**config.mk**
```make
export PLATFORM = sky130hd
export DESIGN_NAME = sbe_div
export DESIGN_NICKNAME = d
export VERILOG_FILES = /design/src/hdl/sbe_pkg.sv /design/src/hdl/sbe_div.sv
export SDC_FILE = /design/constraint.sdc
export NUM_CORES = 1
export LEC_CHECK = 0
export ABC_AREA = 1
export BUFFER_PORTS_ARGS = -buffer_cell sky130_fd_sc_hd__buf_2
export CAP_MARGIN = 20
export CORE_MARGIN = 2
export CORE_UTILIZATION = 51
export CTS_CLUSTER_DIAMETER = 150
export DETAILED_ROUTE_END_ITERATION = 12
export PLACE_DENSITY = 0.78
export SYNTH_ARGS = -nofsm -noshare
export SYNTH_HDL_FRONTEND = slang
export SYNTH_SLANG_ARGS = --single-unit
```
**constraint.sdc**
```tcl
create_clock -name clk_i -period 2.3 [get_ports clk_i]
set_input_delay 0.115 -clock clk_i [delete_from_list [all_inputs] [get_ports clk_i]]
set_output_delay 0.115 -clock clk_i [all_outputs]
set_load 0.005 [all_outputs]
```
**src/hdl/sbe_pkg.sv**
```systemverilog
// ----------------------------------------------------------------------------
// sbe_pkg
// Shared types for the stereo band exciter: payload words and divider links.
// ----------------------------------------------------------------------------
package sbe_pkg;

  typedef struct packed {
    logic signed [15:0] left_in;
    logic signed [15:0] right_in;
  } in_word_t;

  typedef struct packed {
    logic signed [15:0] left_out;
    logic signed [15:0] right_out;
  } out_word_t;

  localparam int unsigned DivNumW = 56;
  localparam int unsigned DivDenW = 26;

  typedef struct packed {
    logic               start;
    logic [DivNumW-1:0] num;
    logic [DivDenW-1:0] den;
  } div_req_t;

  typedef struct packed {
    logic               busy;
    logic               done;
    logic [DivNumW-1:0] quot;
  } div_rsp_t;

endpackage

```
**src/hdl/sbe_div.sv**
```systemverilog
// ----------------------------------------------------------------------------
// sbe_div
// Serial restoring divider, one quotient bit per cycle, unsigned operands.
// ----------------------------------------------------------------------------
module sbe_div (
  input  logic              clk_i,
  input  logic              rst_ni,
  input  sbe_pkg::div_req_t req_i,
  output sbe_pkg::div_rsp_t rsp_o
);
  import sbe_pkg::*;

  localparam int unsigned CntW = $clog2(DivNumW + 1);

  logic               busy_q;
  logic               done_q;
  logic [CntW-1:0]    cnt_q;
  logic [DivNumW-1:0] quot_q;
  logic [DivDenW-1:0] rem_q;
  logic [DivDenW-1:0] den_q;
  logic [DivDenW:0]   rem_sh;
  logic [DivDenW:0]   rem_sub;

  assign rem_sh  = {rem_q, quot_q[DivNumW-1]};
  assign rem_sub = rem_sh - {1'b0, den_q};

  always_ff @(posedge clk_i or negedge rst_ni) begin
    if (!rst_ni) begin
      busy_q <= 1'b0;
      done_q <= 1'b0;
      cnt_q  <= '0;
    end else begin
      done_q <= 1'b0;
      if (req_i.start && !busy_q) begin
        busy_q <= 1'b1;
        cnt_q  <= CntW'(DivNumW);
      end else if (busy_q) begin
        cnt_q <= cnt_q - CntW'(1);
        if (cnt_q == CntW'(1)) begin
          busy_q <= 1'b0;
          done_q <= 1'b1;
        end
      end
    end
  end

  always_ff @(posedge clk_i) begin
    if (req_i.start && !busy_q) begin
      quot_q <= req_i.num;
      rem_q  <= '0;
      den_q  <= req_i.den;
    end else if (busy_q) begin
      if (!rem_sub[DivDenW]) begin
        rem_q  <= rem_sub[DivDenW-1:0];
        quot_q <= {quot_q[DivNumW-2:0], 1'b1};
      end else begin
        rem_q  <= rem_sh[DivDenW-1:0];
        quot_q <= {quot_q[DivNumW-2:0], 1'b0};
      end
    end
  end

  assign rsp_o.busy = busy_q;
  assign rsp_o.done = done_q;
  assign rsp_o.quot = quot_q;

endmodule

```
Yosys cells after proc, flatten, opt, wreduce, memory -nomap -nowiden
Index checks and enable logic that the tools add are counted.
{"block": "word_totals", "register_bits": 116, "out_inout_bits": 58, "elab_cells": 24}
{"block": "op_classes", "addsub": 2, "eq_ne": 1, "n_mux": 12, "reduce_logical": 3}
{"cell": "2-to-1 mux 56 bit", "count": 2}
{"cell": "subtractor 27 x 26 -> 27 bit", "count": 1}
{"cell": "2-to-1 mux 26 bit", "count": 1}
{"cell": "2-to-1 mux 6 bit", "count": 2}
{"cell": "2-to-1 mux 1 bit", "count": 7}
{"cell": "equality test 6 x 1 -> 1 bit, second input constant", "count": 1}
{"cell": "subtractor 6 x 1 -> 6 bit, second input constant", "count": 1}
{"cell": "nonzero test 2 bit", "count": 1}
{"cell": "logical AND 1 bit", "count": 1}
{"cell": "zero test 1 bit", "count": 1}

Depth between registers and ports, before layout
{"block": "depth", "depth_word": 4, "depth_mapped": 16, "ltp_nobuf": 16}

Worst setup path after synthesis
Ideal clock, no wire load.
{"block": "synth_timing", "path_kind": "register -> register", "from": "register quot_q[55]", "to": "register quot_q[0] (data pin)", "setup_time_ns": 0.268, "arrival_time_ns": 1.930, "t_required_ns": 2.032, "setup_slack_ns": 0.102, "stages_incl_launch_ff": 14, "n_path_buf": 1, "synth_period_minus_slack_ns": 2.198, "cell_sequence": "edfxtp_1 > inv_1 > ha_1 > inv_1 > fa_1 > nand2_1 > nand3_2 > nand2_2 > nand2_4 > nand2_4 > nand2_4 > nand2_4 > buf_2 > a31oi_1"}
{"block": "synth_via", "elab_chain_len": 4}
{"item": "start: declaration", "line_no": "sbe_div.sv:18", "text": "logic [DivNumW-1:0] quot_q;"}
{"item": "start signal: assignment", "line_no": "sbe_div.sv:49", "text": "quot_q <= req_i.num;"}
{"item": "start signal: assignment", "line_no": "sbe_div.sv:55", "text": "quot_q <= {quot_q[DivNumW-2:0], 1'b1};"}
{"item": "start signal: assignment", "line_no": "sbe_div.sv:58", "text": "quot_q <= {quot_q[DivNumW-2:0], 1'b0};"}
{"item": "subtractor 27 x 26 -> 27 bit", "line_no": "sbe_div.sv:25", "text": "assign rem_sub = rem_sh - {1'b0, den_q};"}
{"item": "2-to-1 mux 1 bit", "line_no": "sbe_div.sv:53", "text": "if (!rem_sub[DivDenW]) begin"}
{"item": "2-to-1 mux 56 bit", "line_no": "sbe_div.sv:52", "text": "end else if (busy_q) begin"}
{"item": "2-to-1 mux 56 bit", "line_no": "sbe_div.sv:48", "text": "if (req_i.start && !busy_q) begin"}
Every way passes these cells. The select of a mux whose other input is x is not followed.
A chain may end at the register's enable or synchronous reset.

Worst setup path after layout
{"block": "layout_timing", "from": "register quot_q[55]", "to": "register rem_q[21]"}
{"block": "layout_via", "elab_chain_len": 2}
{"item": "subtractor 27 x 26 -> 27 bit", "line_no": "sbe_div.sv:25"}
{"item": "2-to-1 mux 26 bit", "line_no": "sbe_div.sv:53"}
{"item": "end signal: assignment", "line_no": "sbe_div.sv:54", "text": "rem_q <= rem_sub[DivDenW-1:0];"}
{"item": "end signal: assignment", "line_no": "sbe_div.sv:57", "text": "rem_q <= rem_sh[DivDenW-1:0];"}
{"item": "end: declaration", "line_no": "sbe_div.sv:19", "text": "logic [DivDenW-1:0] rem_q;"}
Every way passes these cells.

==> flow_summary.yaml <==
outcome:
  status: "finished, final reports clean"
die:
  io_pins: 143
  die-area_um2: 15200
  core_um2: 13900
  dieHeight_um: 123
  chipWidth_um: 123
  rows: 43
  initial_core_util: 0.521
setup_path:
  required_ns: 2.62
  worstSetupPathType: "reg2reg"
  cp_max_fo: 12
  arrival_ns: 2.51
  crit_path_start_kind: "register"
  setup.worst_path.end_class: "register"
power_and_ir_drop:
  p_leak_uw: 0.00519
  ir_drop_mv: 0.825
  p_per_area_nw_per_um2: 1400
sta:
  worst_slew_pin_slew_ns: 0.521
  hold_viol: 0
  holdWs_ns: 0.00368
  fmax_mhz: 456
  fin_crit_ns: 2.19
  finalMaxSlewViolations: 0
  rsz0062_at_grt: "yes"
  maxSlewHeadroom: 0.653
  setup_viol: 0
  skew_ns: 0.0152
  min_period_over_period: 0.953
place:
  dp.cells: 1250
  post-dp-hpwl_um: 13200
  gp_congestion: 0.949
  port_buffers: 142
yosys:
  yosys_warnings: 0
  syn-instance-count: 937
  synth_nets: 1051
  yosysSeqAreaShare: 0.440
  yosys.area.top_type_share: 0.340
  synth.area.top_cells: "edfxtp_1, nand2_1, inv_1"
  synth_ff_type: "edfxtp_1"
  synth_cell_type_count: 38
  synth_edf_count: 82
  async_flop_share: 0.0690
  yosysMostFrequentCell: "nand2_1"
  ys_ff_latch: 116
  synthTopCellsByCount: "nand2_1, inv_1, edfxtp_1"
  yosys.area.top_type: "edfxtp_1"
  netlist_area_um2: 7240
  syn_area_per_cell_um2: 7.72
clock_network:
  cts_tree: "yes"
  clk_pin_slew_ns: 0.07
  clock_sinks: 116
  cts_buffers: 17
  cts_root_buf: "clkbuf_16"
  clockBufferDepth: 2
  htree_levels: 4
  clock_latency_ns: 0.43
grt:
  grt_max_degree: 59
  grt_pass1_vias: 6890
  grt_pass1_wl_um: 33000
  grt_antenna_before_repair: 1
  track_usage: 0.283
  grt-ovfl-total: 0
drt:
  vias_per_cell: 5.06
  drcViolationCount: 0
  first_pass_iters: 5
  ant_nets: 0
  drtIter0Drc: 512
  routed_wirelength_um: 21100
  wl_per_cell_um: 15.4
  vias: 6917
flow_run:
  max_cap_violations: 0
layout:
  final_layout_size_suffix_gt1_frac: 0.226
  nNetsFinal: 1286
  finalNonFillerCells: 1366
  area_delta_synth_final_pct: 33.5
hold_path:
  hold_path.class: "in2reg"
[flip-flops by register name, indices dropped and copies added (netlist names)]
name    count
cnt_q       6
den_q      26
rem_q      26
done_q      1
quot_q     56
busy_q      1
[worst paths after layout]
path                       cells after the start        from    endpoint  slack (ns)
setup / recovery                              15  quot_q[55]   rem_q[21]        0.11
hold / removal                                 3   req_i[42]  quot_q[16]       0.004
setup reg to reg                              15  quot_q[55]   rem_q[21]        0.11
hold reg to reg                                2   rem_q[10]   rem_q[10]        0.47
max in group asynchronous                      2      rst_ni    cnt_q[5]        2.05
min in group asynchronous                      2      rst_ni      done_q        0.07
[placed cells by master (no fill, tap or decap), types with 2 or more instances in the layout]
| cell type | count |
|---|---|
| buf_12 | 7 |
| dlygate4sd3_1 | 80 |
| a21oi_1 | 9 |
| nor2_1 | 35 |
| nand3_2 | 21 |
| nand2_2 | 8 |
| ha_1 | 28 |
| inv_6 | 3 |
| edfxtp_1 | 82 |
| nor2_2 | 5 |
| dfxtp_1 | 26 |
| nor3_1 | 2 |
| xor2_1 | 11 |
| dfrtp_1 | 8 |
| nand4_1 | 9 |
| clkbuf_16 | 18 |
| nand2_4 | 23 |
| buf_2 | 142 |
| clkinv_4 | 4 |
| inv_1 | 146 |
| nand3b_1 | 26 |
| nor2_4 | 2 |
| clkinv_2 | 5 |
| buf_4 | 12 |
| clkinvlp_4 | 2 |
| nand2_8 | 2 |
| inv_2 | 7 |
| o21ai_0 | 7 |
| nand3_1 | 34 |
| nand2_1 | 408 |
[timing repair]
action                                  in CTS  in global routing
hold buffers                                80                  0
endpoints found under the setup margin       0                 27
gates resized for setup                      0                  5
setup buffers                                0                  2
hold endpoints to repair                    87                  0
[cells by family (layout without fill, tap and decap cells)]
family,after synthesis,after routing,share of synthesized area
flip-flops,116,116,0.440
XOR/XNOR,12,12,0.0145
AND/OR/NAND/NOR,579,579,0.376
other,0,1,0
adder cells (fa/ha/maj),29,29,0.0512
buffers and inverters,180,428,0.101
AO/OA/AOI/OAI,21,21,0.0173
[report_power, final]
part / switching (uW) / total [uW] / leakage [uW] / internal (uW)
clock network: 1080 / 2570 / 0.000274 / 1490
logic: 4170 / 6970 / 0.00377 / 2800
registers: 626 / 3950 / 0.00116 / 3320
[metrics by stage]
step	TNS (ns)	setup WS, ns	instance area (um^2)	total power (uW)	utilization
2_1_floorplan	0	0.102	7240	8470	-
3_3_place_gp	0	0.131	8250	10200	0.594
3_5_place_dp	0	0.0668	8250	10400	0.594
4_1_cts	0	0.0552	9610	13100	0.692
5_1_grt	-0.213	-0.0375	9660	14500	0.696
6_report	0	0.108	9660	13500	0.696
[final cells by class]
cell class / instances / area [um^2]
tap: 180 / 225
clock inverter: 15 / 131
multi-input combinational: 641 / 3350
timing repair buffer: 242 / 1770
fill: 1031 / 4220
clock buffer: 17 / 425
sequential: 116 / 3180
antenna: 1 / 2.50
inverter: 154 / 578
[layer usage]
layer,global-route usage,up-vias,routed length (um),part of all wire
li1,-,3370,-,-
met3,0.0683,75,1360,0.064
met4,0.157,0,1030,0.049
met2,0.481,301,10500,0.50
met1,0.328,3171,8170,0.39
met5,0,-,0,0
[critical path, cell delays in order, from the launching register on]
cell and delay [ns]:
edfxtp_1 0.41, inv_2 0.07, ha_1 0.15, inv_2 0.06, fa_2 0.38, nand2_2 0.08, nand3_2 0.07, nand2_2 0.08
nand2_4 0.06, nand2_4 0.10, nand2_4 0.07, nand2_8 0.10, buf_4 0.19, nand3b_1 0.12, nand3_2 0.08, nand2_1 0.05
Power figures use the tool's default switching activity.
